<file path="src/hdl/fau_pkg.sv">
`timescale 1ns / 1ps
`default_nettype none
// ---------------------------------------------------------------------------
// fau_pkg
// Shared types, constants and the difference program for the feature unit.
// ---------------------------------------------------------------------------
package fau_pkg;

  localparam int NUM_POINTS = 68;
  localparam int ADDR_W     = 7;
  localparam int PT_W       = 12;
  localparam int NUM_FEAT   = 11;
  localparam int INDEX_W    = 4;
  localparam int VALUE_W    = 24;
  localparam int NUM_STEPS  = 35;
  localparam int STEP_W     = 6;

  // divisor multiplier of a feature: plain, two-point mean, ten-point mean
  typedef enum logic [1:0] {K_ONE, K_TWO, K_TEN} kcode_t;

  typedef struct packed {
    logic [ADDR_W-1:0] a;
    logic [ADDR_W-1:0] b;
    logic              use_x;
    logic              grp_end;
    logic              is_scale;
    kcode_t            k;
  } step_t;

  typedef struct packed {
    logic               ovf;
    logic [VALUE_W-1:0] quo;
  } div_res_t;

  function automatic step_t mk(input int a, input int b, input logic x,
                               input logic e, input logic s, input kcode_t k);
    step_t r;
    r.a        = ADDR_W'(a);
    r.b        = ADDR_W'(b);
    r.use_x    = x;
    r.grp_end  = e;
    r.is_scale = s;
    r.k        = k;
    return r;
  endfunction

  // One landmark pair per step; a group closes with grp_end.
  function automatic step_t step_rom(input logic [STEP_W-1:0] idx);
    step_t r;
    unique case (idx)
      6'd0:  r = mk(0, 16, 1'b1, 1'b0, 1'b1, K_ONE);
      6'd1:  r = mk(1, 15, 1'b1, 1'b0, 1'b1, K_ONE);
      6'd2:  r = mk(2, 14, 1'b1, 1'b1, 1'b1, K_ONE);
      6'd3:  r = mk(21, 27, 1'b0, 1'b0, 1'b0, K_TWO);
      6'd4:  r = mk(22, 27, 1'b0, 1'b1, 1'b0, K_TWO);
      6'd5:  r = mk(17, 27, 1'b0, 1'b0, 1'b0, K_TWO);
      6'd6:  r = mk(26, 27, 1'b0, 1'b1, 1'b0, K_TWO);
      6'd7:  r = mk(17, 27, 1'b0, 1'b0, 1'b0, K_TEN);
      6'd8:  r = mk(18, 27, 1'b0, 1'b0, 1'b0, K_TEN);
      6'd9:  r = mk(19, 27, 1'b0, 1'b0, 1'b0, K_TEN);
      6'd10: r = mk(20, 27, 1'b0, 1'b0, 1'b0, K_TEN);
      6'd11: r = mk(21, 27, 1'b0, 1'b0, 1'b0, K_TEN);
      6'd12: r = mk(22, 27, 1'b0, 1'b0, 1'b0, K_TEN);
      6'd13: r = mk(23, 27, 1'b0, 1'b0, 1'b0, K_TEN);
      6'd14: r = mk(24, 27, 1'b0, 1'b0, 1'b0, K_TEN);
      6'd15: r = mk(25, 27, 1'b0, 1'b0, 1'b0, K_TEN);
      6'd16: r = mk(26, 27, 1'b0, 1'b1, 1'b0, K_TEN);
      6'd17: r = mk(37, 27, 1'b0, 1'b0, 1'b0, K_TWO);
      6'd18: r = mk(44, 27, 1'b0, 1'b1, 1'b0, K_TWO);
      6'd19: r = mk(37, 41, 1'b0, 1'b0, 1'b0, K_TWO);
      6'd20: r = mk(38, 40, 1'b0, 1'b0, 1'b0, K_TWO);
      6'd21: r = mk(43, 47, 1'b0, 1'b0, 1'b0, K_TWO);
      6'd22: r = mk(44, 46, 1'b0, 1'b1, 1'b0, K_TWO);
      6'd23: r = mk(29, 27, 1'b0, 1'b0, 1'b0, K_ONE);
      6'd24: r = mk(30, 27, 1'b0, 1'b1, 1'b0, K_ONE);
      6'd25: r = mk(48, 33, 1'b0, 1'b0, 1'b0, K_TWO);
      6'd26: r = mk(54, 33, 1'b0, 1'b1, 1'b0, K_TWO);
      6'd27: r = mk(57, 33, 1'b0, 1'b1, 1'b0, K_ONE);
      6'd28: r = mk(48, 54, 1'b1, 1'b1, 1'b0, K_ONE);
      6'd29: r = mk(49, 59, 1'b0, 1'b0, 1'b0, K_ONE);
      6'd30: r = mk(50, 58, 1'b0, 1'b0, 1'b0, K_ONE);
      6'd31: r = mk(51, 57, 1'b0, 1'b0, 1'b0, K_ONE);
      6'd32: r = mk(52, 56, 1'b0, 1'b0, 1'b0, K_ONE);
      6'd33: r = mk(53, 55, 1'b0, 1'b1, 1'b0, K_ONE);
      6'd34: r = mk(8, 27, 1'b0, 1'b1, 1'b0, K_ONE);
      default: r = mk(0, 0, 1'b0, 1'b1, 1'b0, K_ONE);
    endcase
    return r;
  endfunction

endpackage
`default_nettype wire

</file>
<file path="src/hdl/fau_ram.sv">
`timescale 1ns / 1ps
`default_nettype none
// ---------------------------------------------------------------------------
// fau_ram
// Generic single write port RAM with one registered read port.
// ---------------------------------------------------------------------------
module fau_ram #(
  parameter int WIDTH = 24,
  parameter int DEPTH = 68
) (
  input  wire logic                     clk,
  input  wire logic                     we,
  input  wire logic [$clog2(DEPTH)-1:0] waddr,
  input  wire logic [WIDTH-1:0]         wdata,
  input  wire logic [$clog2(DEPTH)-1:0] raddr,
  output logic      [WIDTH-1:0]         rdata
);

  logic [WIDTH-1:0] mem [DEPTH];

  always_ff @(posedge clk) begin
    if (we) begin
      mem[waddr] <= wdata;
    end
    rdata <= mem[raddr];
  end

endmodule
`default_nettype wire

</file>
<file path="src/hdl/fau_div.sv">
`timescale 1ns / 1ps
`default_nettype none
// ---------------------------------------------------------------------------
// fau_div
// Restoring divider, one quotient bit per cycle; keeps the low VALUE_W
// quotient bits and flags any higher bit as overflow.
// ---------------------------------------------------------------------------
module fau_div import fau_pkg::*; #(
  parameter int NUM_W = 34,
  parameter int DEN_W = 18
) (
  input  wire logic             clk,
  input  wire logic             rst,
  input  wire logic             start,
  input  wire logic [NUM_W-1:0] num,
  input  wire logic [DEN_W-1:0] den,
  output logic                  done,
  output div_res_t              res
);

  localparam int CNT_W = $clog2(NUM_W + 1);

  logic               busy;
  logic [CNT_W-1:0]   cnt;
  logic [NUM_W-1:0]   nsh;
  logic [DEN_W-1:0]   dreg;
  logic [DEN_W-1:0]   rem;
  logic [DEN_W:0]     trial;
  logic               qb;
  logic [DEN_W-1:0]   rem_next;

  // one long-division step
  always_comb begin
    trial    = {rem, nsh[NUM_W-1]};
    qb       = (trial >= {1'b0, dreg});
    rem_next = qb ? DEN_W'(trial - {1'b0, dreg}) : trial[DEN_W-1:0];
  end

  always_ff @(posedge clk) begin
    if (rst) begin
      busy <= 1'b0;
      done <= 1'b0;
      cnt  <= '0;
    end else begin
      done <= 1'b0;
      if (start) begin
        busy    <= 1'b1;
        cnt     <= CNT_W'(NUM_W);
        nsh     <= num;
        dreg    <= den;
        rem     <= '0;
        res.quo <= '0;
        res.ovf <= 1'b0;
      end else if (busy) begin
        nsh     <= nsh << 1;
        rem     <= rem_next;
        res.quo <= {res.quo[VALUE_W-2:0], qb};
        res.ovf <= res.ovf | res.quo[VALUE_W-1];
        cnt     <= cnt - 1'b1;
        if (cnt == CNT_W'(1)) begin
          busy <= 1'b0;
          done <= 1'b1;
        end
      end
    end
  end

endmodule
`default_nettype wire

</file>
<file path="src/hdl/facial_action_unit_features.sv">
`timescale 1ns / 1ps
`default_nettype none
// ---------------------------------------------------------------------------
// facial_action_unit_features
// Stores 68 landmarks of a face and emits eleven action-unit ratios.
//
//   channel  direction  handshake                 payload
//   points   in         in_valid / in_stall       point_x, point_y, end_of_set
//   features out        out_valid / out_stall     feature_index, feature_value,
//                                                 saturated, short_set,
//                                                 last_result
//
// At end of set the sequencer walks 35 landmark pairs, each read from the
// landmark RAMs in S_RD and summed in S_ACC, and runs each of the eleven
// features through the bit-serial divider in S_DIV, then offers the result
// from S_OUT; when the scale is zero the divide is skipped and the feature
// saturates. Points are refused during that walk.
// Reset (rst, synchronous) clears the point count; the landmark RAMs
// are not cleared. An output stall holds the result, pauses the sequencer
// at its next result and refuses points while idle.
// ---------------------------------------------------------------------------
module facial_action_unit_features import fau_pkg::*; #(
  parameter int COORD_BITS = 12,
  parameter int FRAC_BITS  = 16
) (
  input  wire logic                clk,
  input  wire logic                rst,
  input  wire logic                in_valid,
  output logic                     in_stall,
  input  wire logic [PT_W-1:0]     point_x,
  input  wire logic [PT_W-1:0]     point_y,
  input  wire logic                end_of_set,
  output logic                     out_valid,
  input  wire logic                out_stall,
  output logic [INDEX_W-1:0]       feature_index,
  output logic [VALUE_W-1:0]       feature_value,
  output logic                     saturated,
  output logic                     short_set,
  output logic                     last_result
);

  localparam int C     = COORD_BITS;
  localparam int ACC_W = C + 4;
  localparam int S_W   = C + 2;
  localparam int DEN_W = C + 6;
  localparam int NUM_W = C + 6 + FRAC_BITS;

  typedef enum logic [2:0] {S_IDLE, S_RD, S_ACC, S_DIV, S_OUT} state_t;

  state_t              state;
  logic [ADDR_W-1:0]   count;
  logic [STEP_W-1:0]   step;
  logic [INDEX_W-1:0]  feat;
  logic [ACC_W-1:0]    acc;
  logic [S_W-1:0]      scale;
  logic [VALUE_W-1:0]  res_val;
  logic                res_sat;

  logic                in_acc;
  logic                wr_en;
  logic                set_full;
  logic [C-1:0]        px;
  logic [C-1:0]        py;
  step_t               st;
  logic [2*C-1:0]      rd_a;
  logic [2*C-1:0]      rd_b;
  logic [C-1:0]        va;
  logic [C-1:0]        vb;
  logic [C-1:0]        diff;
  logic [ACC_W-1:0]    acc_sum;
  logic [DEN_W-1:0]    s_ext;
  logic [DEN_W-1:0]    den;
  logic [DEN_W-1:0]    n3;
  logic [NUM_W-1:0]    num;
  logic                div_start;
  logic                div_done;
  div_res_t            div_res;
  logic                out_free;
  logic                out_load;

  assign px       = C'(point_x);
  assign py       = C'(point_y);
  assign in_stall = (state != S_IDLE) || (out_valid && out_stall);
  assign in_acc   = in_valid && !in_stall;
  assign wr_en    = in_acc && (count < ADDR_W'(NUM_POINTS));
  assign set_full = (count >= ADDR_W'(NUM_POINTS - 1));
  assign out_free = !out_valid || !out_stall;
  assign st       = step_rom(step);

  // a new result is loaded for a short set or a finished feature
  assign out_load = ((state == S_IDLE) && in_acc && end_of_set && !set_full) ||
                    ((state == S_OUT) && out_free);

  // landmark store, duplicated for two reads a cycle
  fau_ram #(.WIDTH(2*C), .DEPTH(NUM_POINTS)) u_ram_a (
    .clk, .we(wr_en), .waddr(count), .wdata({px, py}), .raddr(st.a), .rdata(rd_a)
  );
  fau_ram #(.WIDTH(2*C), .DEPTH(NUM_POINTS)) u_ram_b (
    .clk, .we(wr_en), .waddr(count), .wdata({px, py}), .raddr(st.b), .rdata(rd_b)
  );

  // absolute difference and running sum
  always_comb begin
    va      = st.use_x ? rd_a[2*C-1:C] : rd_a[C-1:0];
    vb      = st.use_x ? rd_b[2*C-1:C] : rd_b[C-1:0];
    diff    = (va > vb) ? (va - vb) : (vb - va);
    acc_sum = acc + ACC_W'(diff);
  end

  // numerator 3n * 2^F and divisor k*S
  always_comb begin
    s_ext = DEN_W'(scale);
    n3    = DEN_W'(acc_sum) + (DEN_W'(acc_sum) << 1);
    num   = {n3, FRAC_BITS'(0)};
    unique case (st.k)
      K_ONE:   den = s_ext;
      K_TWO:   den = s_ext << 1;
      K_TEN:   den = (s_ext << 3) + (s_ext << 1);
      default: den = s_ext;
    endcase
  end

  assign div_start = (state == S_ACC) && st.grp_end && !st.is_scale && (scale != '0);

  fau_div #(.NUM_W(NUM_W), .DEN_W(DEN_W)) u_div (
    .clk, .rst, .start(div_start), .num, .den, .done(div_done), .res(div_res)
  );

  // sequencer and output register
  always_ff @(posedge clk) begin
    if (rst) begin
      state     <= S_IDLE;
      count     <= '0;
      step      <= '0;
      feat      <= '0;
      acc       <= '0;
      out_valid <= 1'b0;
    end else begin
      if (out_load) begin
        out_valid <= 1'b1;
      end else if (!out_stall) begin
        out_valid <= 1'b0;
      end
      unique case (state)
        S_IDLE: begin
          if (in_acc) begin
            if (end_of_set) begin
              count <= '0;
              if (set_full) begin
                state <= S_RD;
                step  <= '0;
                feat  <= '0;
                acc   <= '0;
              end else begin
                feature_index <= '0;
                feature_value <= '0;
                saturated     <= 1'b0;
                short_set     <= 1'b1;
                last_result   <= 1'b1;
              end
            end else if (wr_en) begin
              count <= count + 1'b1;
            end
          end
        end
        S_RD: begin
          state <= S_ACC;
        end
        S_ACC: begin
          if (!st.grp_end) begin
            acc   <= acc_sum;
            step  <= step + 1'b1;
            state <= S_RD;
          end else if (st.is_scale) begin
            scale <= S_W'(acc_sum);
            acc   <= '0;
            step  <= step + 1'b1;
            state <= S_RD;
          end else if (scale == '0) begin
            res_val <= '1;
            res_sat <= 1'b1;
            state   <= S_OUT;
          end else begin
            state <= S_DIV;
          end
        end
        S_DIV: begin
          if (div_done) begin
            res_val <= div_res.ovf ? '1 : div_res.quo;
            res_sat <= div_res.ovf;
            state   <= S_OUT;
          end
        end
        S_OUT: begin
          if (out_free) begin
            feature_index <= feat;
            feature_value <= res_val;
            saturated     <= res_sat;
            short_set     <= 1'b0;
            last_result   <= (feat == INDEX_W'(NUM_FEAT - 1));
            acc           <= '0;
            if (feat == INDEX_W'(NUM_FEAT - 1)) begin
              state <= S_IDLE;
            end else begin
              feat  <= feat + 1'b1;
              step  <= step + 1'b1;
              state <= S_RD;
            end
          end
        end
        default: state <= S_IDLE;
      endcase
    end
  end

endmodule
`default_nettype wire

</file>
<file path="config.mk">
export PLATFORM = sky130hd
export DESIGN_NAME = facial_action_unit_features
export DESIGN_NICKNAME = d
export VERILOG_FILES = /design/src/hdl/fau_pkg.sv /design/src/hdl/fau_ram.sv /design/src/hdl/fau_div.sv /design/src/hdl/facial_action_unit_features.sv
export SDC_FILE = /design/constraint.sdc
export NUM_CORES = 2
export LEC_CHECK = 0
export BUFFER_PORTS_ARGS = -buffer_cell sky130_fd_sc_hd__buf_2
export CORE_ASPECT_RATIO = 0.5
export CORE_UTILIZATION = 50
export DETAILED_ROUTE_END_ITERATION = 7
export GPL_TIMING_DRIVEN = 0
export HOLD_SLACK_MARGIN = 0.1
export PLACE_DENSITY = 0.75
export SLEW_MARGIN = 25
export SYNTH_ARGS = -nofsm -noshare
export SYNTH_HDL_FRONTEND = slang
export SYNTH_MEMORY_MAX_BITS = 65536
export SYNTH_SLANG_ARGS = --single-unit
</file>
<file path="constraint.sdc">
create_clock -name clk -period 7.15 [get_ports clk]
set_input_delay 0.715 -clock clk [delete_from_list [all_inputs] [get_ports clk]]
set_output_delay 0.715 -clock clk [all_outputs]
set_load 0.01 [all_outputs]
</file>
* After elaboration in Yosys (flattened, before gate mapping)
Memories as Yosys holds them, arrays and structs flattened. A register that Yosys moved wholly into a read port is not among the register bits.
Cells that the tools add are included.
** Cells by class
- Add/subtract/negate cells :: 10
- $lt $le $gt $ge :: 4
- Equality and inequality tests :: 20
- Multiplexer cells :: 87
- Bitwise gates (word level) :: 3
- Reduce and logical (&&, ||, !) cells :: 39
** Operators with widths (number)
- 2-to-1 mux 24 bit :: 9
- 2-to-1 mux 16 bit :: 6
- one-hot mux 24 bit (2 select lines) :: 2
- 2-to-1 mux 34 bit :: 2
- 2-to-1 mux 6 bit :: 11
- one-hot mux 16 bit (3 select lines) :: 1
- 2-to-1 mux 12 bit :: 3
- 2-to-1 mux 18 bit :: 2
- 2-to-1 mux 4 bit :: 9
- one-hot mux 18 bit (2 select lines) :: 1
- 2-to-1 mux 25 bit :: 1
- 2-to-1 mux 3 bit :: 8
- AND reduction 6 bit :: 4
- subtractor 12 bit :: 2
- 2-to-1 mux 1 bit :: 22
- greater-or-equal comparator 19 x 18 -> 1 bit :: 1
- adder 16 x 17 -> 18 bit :: 1
- adder 17 x 15 -> 18 bit :: 1
- one-hot mux 6 bit (3 select lines) :: 1
- subtractor 18 bit :: 1
- adder 16 x 12 -> 16 bit :: 1
- inequality test 2 bit (second input constant) :: 8
- one-hot mux 4 bit (2 select lines) :: 2
- one-hot mux 3 bit (5 select lines) :: 1
- 35 further kinds :: 63
** Storage, ports and cells
- Register bits after elaboration :: 209
- Bits in writable memories :: 3264
- Bits in read-only memories :: 1088
- Input bits :: 29
- Output and inout port bits :: 33
- Memories kept :: 3
** Memory list
- u_ram_a.mem :: words 68, bits a word 24, rd ports 1, clocked after memory_dff 1, wr ports 1, RTL line fau_ram.sv:19 : logic [WIDTH-1:0] mem [DEPTH];
- u_ram_b.mem :: words 68, bits a word 24, rd ports 1, clocked after memory_dff 1, wr ports 1, RTL line fau_ram.sv:19
- (name not given) :: words 64, bits a word 17, rd ports 1, clocked after memory_dff 1, wr ports 0, RTL line fau_pkg.sv:50 : unique case (idx)

* Longest topological paths before layout
- Depth after elaboration :: 9
- Gate-level depth with buffers :: 32
- Gate-level depth less buffers :: 29

* By module
From an unflattened synthesis, not the netlist that was laid out.
** Second synthesis, totals
- Cells, all modules :: 7660
- Area, all modules :: 141192.9 um^2
** Modules (own cells, without submodules)
- fau_ram :: times used 2, cells each 3129, area each 63410.8 um^2, sequential area each 49487.5 um^2
- facial_action_unit_features :: times used 1, cells each 988, area each 9107.5 um^2, sequential area each 3183.1 um^2
- fau_div :: times used 1, cells each 414, area each 5263.8 um^2, sequential area each 3012.9 um^2

* Worst setup path after synthesis
Ideal clock, no wire load.
- Path type :: register to register
- From :: reg, netlist name st[4]
- To :: reg u_div.nsh[32], data pin
- Library setup time :: 0.261 ns
- Arrival :: 6.518 ns
- Required time :: 6.889 ns
- Path slack :: 0.371 ns
- Stages on the path, launching flop included :: 27
- Period minus slack after synthesis :: 6.779 ns
- Cell sequence :: dfxtp_1 -> clkbuf_1 -> clkbuf_1 -> mux2i_1 -> inv_1 -> ha_1 -> clkbuf_1 -> nand4_1 -> or3_1 -> a21oi_2 -> mux2_2 -> a21o_1 -> xor2_1 -> ha_1 -> a21o_1 -> a31o_2 -> o2111ai_1 -> a31oi_1 -> a311oi_2 -> ha_1 -> a21oi_1 -> o21ai_0 -> o21ai_0 -> a21oi_1 -> o41ai_1 -> mux2i_1 -> nand3_1
** Between the ends
- Word-level cells in the longest chain between the ends :: 6
** Ends and longest elaborated chain
- 2-to-1 mux 12 bit (on tied branches) :: RTL line facial_action_unit_features.sv:105, facial_action_unit_features.sv:104
- subtractor 12 bit or greater-than comparator 12 bit (tied branches) :: RTL line facial_action_unit_features.sv:106 : diff = (va > vb) ? (va - vb) : (vb - va);
- 2-to-1 mux 12 bit * :: RTL line facial_action_unit_features.sv:106
- adder 16 x 12 -> 16 bit * :: RTL line facial_action_unit_features.sv:107 : acc_sum = acc + ACC_W'(diff);
- net acc_sum[9] :: RTL line facial_action_unit_features.sv:70 : logic [ACC_W-1:0] acc_sum;
- adder 16 x 17 -> 18 bit * :: RTL line facial_action_unit_features.sv:113 : n3 = DEN_W'(acc_sum) + (DEN_W'(acc_sum) << 1);
- 2-to-1 mux 34 bit * :: RTL line fau_div.sv:46 : if (start) begin
- to (signal assigned) :: RTL line fau_div.sv:49 : nsh <= num;
- to (signal assigned) :: RTL line fau_div.sv:55 : nsh <= nsh << 1;
- to (decl) :: RTL line fau_div.sv:25 : logic [NUM_W-1:0] nsh;
Mark *: on every way through the listed nets, which the timed path passes. The rest lies on a longest branch.
A chain may end at the register's enable or synchronous reset.

* Final worst setup path
- From :: reg, netlist name st[4]
- To :: reg u_div.nsh[32], data pin
** Between the ends
- Word-level cells in the longest chain between the ends :: 6
** Ends and longest elaborated chain (RTL line)
- 2-to-1 mux 12 bit (on tied branches) :: facial_action_unit_features.sv:105, facial_action_unit_features.sv:104
- subtractor 12 bit or greater-than comparator 12 bit (tied branches) :: facial_action_unit_features.sv:106
- 2-to-1 mux 12 bit * :: facial_action_unit_features.sv:106
- adder 16 x 12 -> 16 bit * :: facial_action_unit_features.sv:107
- net acc_sum[9] :: facial_action_unit_features.sv:70
- adder 16 x 17 -> 18 bit * :: facial_action_unit_features.sv:113
- 2-to-1 mux 34 bit * :: fau_div.sv:46
Marks and branches as above.

==> impl_metrics.py <==
metrics = {
    "hold_path": {
        "hold_path_class": "input pin to flip-flop",
        "worstHoldStart": "end_of_set",
    },
    "power_and_ir_drop": {
        "powerDensity_nw_per_um2": 223,
        "power_mw": 21.3,
        "leakage_nw": 29.1,
        "vdd_drop_max_uv": 261,
    },
    "yosys": {
        "yosys-top-cells-area": "edfxtp_1 (60%), mux4_2 (27%), dfxtp_1 (2.6%), ha_1 (1.4%), clkbuf_1 (0.86%)",
        "ys_warn_count": 0,
        "syn_inst": 4249,
        "synthArstFlopShare_pct": 0,
        "synth.yosys.seq_area_share_pct": 62.8,
        "ys_seq_elements": 1795,
        "synthFlopType": "edfxtp_1",
        "synth_top_area_share_pct": 60.2,
        "synth_area_leader_cell": "edfxtp_1",
        "syn_avg_cell_area_um2": 19.8,
        "syn-num-nets": 4381,
        "synth_area_um2": 84100,
        "ys_types": 83,
        "synth-edff-count": 1685,
    },
    "clock_network": {
        "cts_buffers": 161,
        "clock-sinks": 1795,
        "root_buffer": "clkbuf_16",
        "clockBufferDepth": 3,
        "cts_tree": "built",
        "cts.htree.levels": 4,
        "cts_hold_repair.buffers": 0,
        "path_clk_slew_ps": 70,
        "clk_latency_ps": 840,
    },
    "sta": {
        "finalSetupViolCount": 0,
        "setup_ws_ps": 231,
        "tightest_slew_ps": 1220,
        "max_freq_mhz": 145,
        "rsz0062_at_grt": "false",
        "slew_headroom_pct": 18.4,
        "maxSlewViolCount": 0,
        "fin_crit_sh_pct": 96.8,
        "skew_ps": 56.9,
        "period_needed_ps": 6920,
        "hold_violations": 0,
    },
    "worst_setup_path": {
        "cp_top_family": "compound AO/OA/AOI/OAI gates",
        "critical-path-max-stage-delay_ps": 650,
        "worstSetupEndpointType": "flip-flop",
        "arrival_ps": 7470,
        "startpoint_type": "flip-flop",
        "cp_max_fo": 10,
        "worstPathRequired_ps": 7700,
        "path_cells": "buf_8 -> mux2i_1 -> ha_1 -> nand4_1 -> or3_1 -> a21oi_4 -> mux2_2 -> a21o_1 -> xor2_1 -> ha_1 -> a21o_1 -> a31o_2 -> o2111ai_2 -> a31oi_2 -> buf_4 -> a311oi_4 -> ha_1 -> a21oi_1 -> o21ai_1 -> a21oi_1 -> a21oi_1 -> o41ai_2 -> mux2i_1 -> nand3_1",
        "critical_path_class": "flip-flop to flip-flop",
        "critPathSlowestCell": "mux2i_1",
        "critPathLaunch": "st[4]$_SDFF_PP0_",
        "critical_path_buf_inv_count": 2,
        "r2r_start": "st[4]$_SDFF_PP0_",
    },
    "placed_design": {
        "io_buffers": 60,
        "pre_cts_ws_ps": -1120,
        "place_area_um2": 89700,
        "gp_congestion": 0.977,
        "post-place-cells": 6584,
        "dp_hpwl_mm": 180,
    },
    "global_route": {
        "grt_start_max_net_pins": 65,
        "first_global_vias": 49332,
        "antenna_found_initial": 27,
        "grt-ovfl-total": 0,
        "grt_use_total_pct": 31.0,
        "grt_pass1_wl_mm": 367,
    },
    "run_status": {
        "status": "finished clean",
    },
    "routing": {
        "postRouteAntennaNets": 0,
        "via_per_inst": 7.17,
        "vias": 49433,
        "routed_wl_mm": 262,
        "firstDrtPassIters": 6,
        "routedWlPerCell_um": 38.0,
        "drc_errors": 0,
        "drtIter0Drc": 7699,
    },
    "finish": {
        "drive_above_1_share_pct": 34.6,
        "area_growth_syn_to_layout_pct": 13.4,
        "final_area_um2": 95300,
        "fill_cells": 11711,
        "fin_cells": 6895,
        "final_util_pct": 57.6,
        "final_common_cell": "edfxtp_1",
        "layout.nets": 4686,
        "final_cell_mix": "edfxtp_1 (1685), mux4_2 (1008), clkbuf_1 (181)",
    },
    "floorplanning": {
        "initial_utilization_pct": 50.8,
        "dieArea_um2": 170000,
        "num_io_pins": 62,
        "core_um2": 165000,
        "die_w_um": 582,
        "die_y_um": 292,
        "row_count": 105,
    },
    "job": {
        "maxCapViolCount": 0,
    },
}
==> routing by layer <==
layer	vias up	routed length (µm)	track usage, %
met3	750	41000	13.0
met4	26	14500	15.4
met5	-	215	0
met1	25909	89300	39.7
met2	3974	117000	45.8
li1	18774	-	-
==> final cells by class <==
type,count,area [µm²],area share (%)
Tap cell,2193,2740,2.88
Timing Repair Buffer,146,2380,2.50
Antenna cell,12,30.0,0.0315
Sequential cell,1795,52800,55.4
Multi-Input combinational cell,2062,30400,31.9
Inverter,93,352,0.369
Buffer,295,1300,1.37
Clock inverter,95,977,1.03
Clock buffer,204,4300,4.51
==> power by group <==
| part | internal [mW] | switching [mW] |
|---|---|---|
| sequential | 11.5 | 0.0196 |
| clock | 4.92 | 4.02 |
| combinational | 0.282 | 0.543 |
| total | 16.7 | 4.58 |
==> state kept, by name, indices dropped and copies added, names as in the netlist, 3 cells and up <==
register,cells
acc,16
count,7
feat,4
feature_index,4
feature_value,24
res_val,24
scale,14
st,17
state,3
step,6
u_div.cnt,6
u_div.dreg,18
u_div.nsh,18
u_div.rem,18
u_div.res,25
u_ram_a.mem,168
u_ram_a.rdata,24
u_ram_b.mem,1368
u_ram_b.rdata,24
==> worst reg2reg max path, cell delays in order, from the launching register on <==
cell and delay (ps):
dfxtp_4 430, buf_8 210, mux2i_1 660, ha_1 290, nand4_1 200, or3_1 470, a21oi_4 290, mux2_2 400
a21o_1 180, xor2_1 150, ha_1 370, a21o_1 220, a31o_2 240, o2111ai_2 290, a31oi_2 150, buf_4 160
a311oi_4 320, ha_1 330, a21oi_1 150, o21ai_1 140, a21oi_1 240, a21oi_1 140, o41ai_2 300, mux2i_1 230
nand3_1 80
==> logic make-up (layout without fill, tap and decap cells) <==
kind of cell	Yosys count	in the layout	synth area share [%]
mux	1062	1062	27.7
buf+inv	392	833	1.82
simple gates	527	527	3.01
fa+ha+maj	103	103	1.59
xor+xnor	67	67	0.707
flops	1795	1795	62.8
compound gates	303	303	2.41
other cells	0	12	0
==> stage by stage <==
stage / TNS [ps] / hold slack (ps)
after floorplan: 0 / 481
after global placement: -4740 / 499
after detailed placement: -6080 / 504
after CTS: 0 / 229
after global routing: 0 / 272
final: 0 / 276
==> path summary, 6_finish.rpt <==
kind	endpoint	slack (ps)	cells after the start
setup / recovery	u_div.nsh[32]$_DFFE_PP_	230	24
hold / removal	count[1]$_SDFFE_PP0P_	280	3
setup reg to reg	u_div.nsh[32]$_DFFE_PP_	230	24
hold reg to reg	acc[11]$_SDFFE_PP0P_	520	2
==> synth_stat cells, drive strengths merged (4+ instances only) <==
cell,count
nor3b,4
or2,7
nand2b,9
mux4,1008
o31ai,11
or4,5
nand3,28
inv,93
and2,29
nand4,10
a211oi,19
clkbuf,192
mux2i,47
a31oi,12
nand2,109
nor2b,18
o21bai,5
or3,32
a21o,27
nor2,189
a22oi,15
o211ai,6
mux2,7
ha,97
xor2,26
nor3,31
a21boi,9
dfxtp,110
o21a,9
nand3b,5
and3,36
o31a,5
edfxtp,1685
a221oi,10
a21oi,79
fa,6
o21ai,64
nor4,6
xnor2,41
buf,107
==> what timing repair did <==
item | 4_1_cts | 5_1_grt
pin swaps | 1 | 1
resized for setup | 21 | 29
hold endpoints to repair | 0 | 0
buffers inserted | 1 | 1
setup endpoints to repair | 9 | 7
Note: power is estimated with default switching activity, not from simulation.
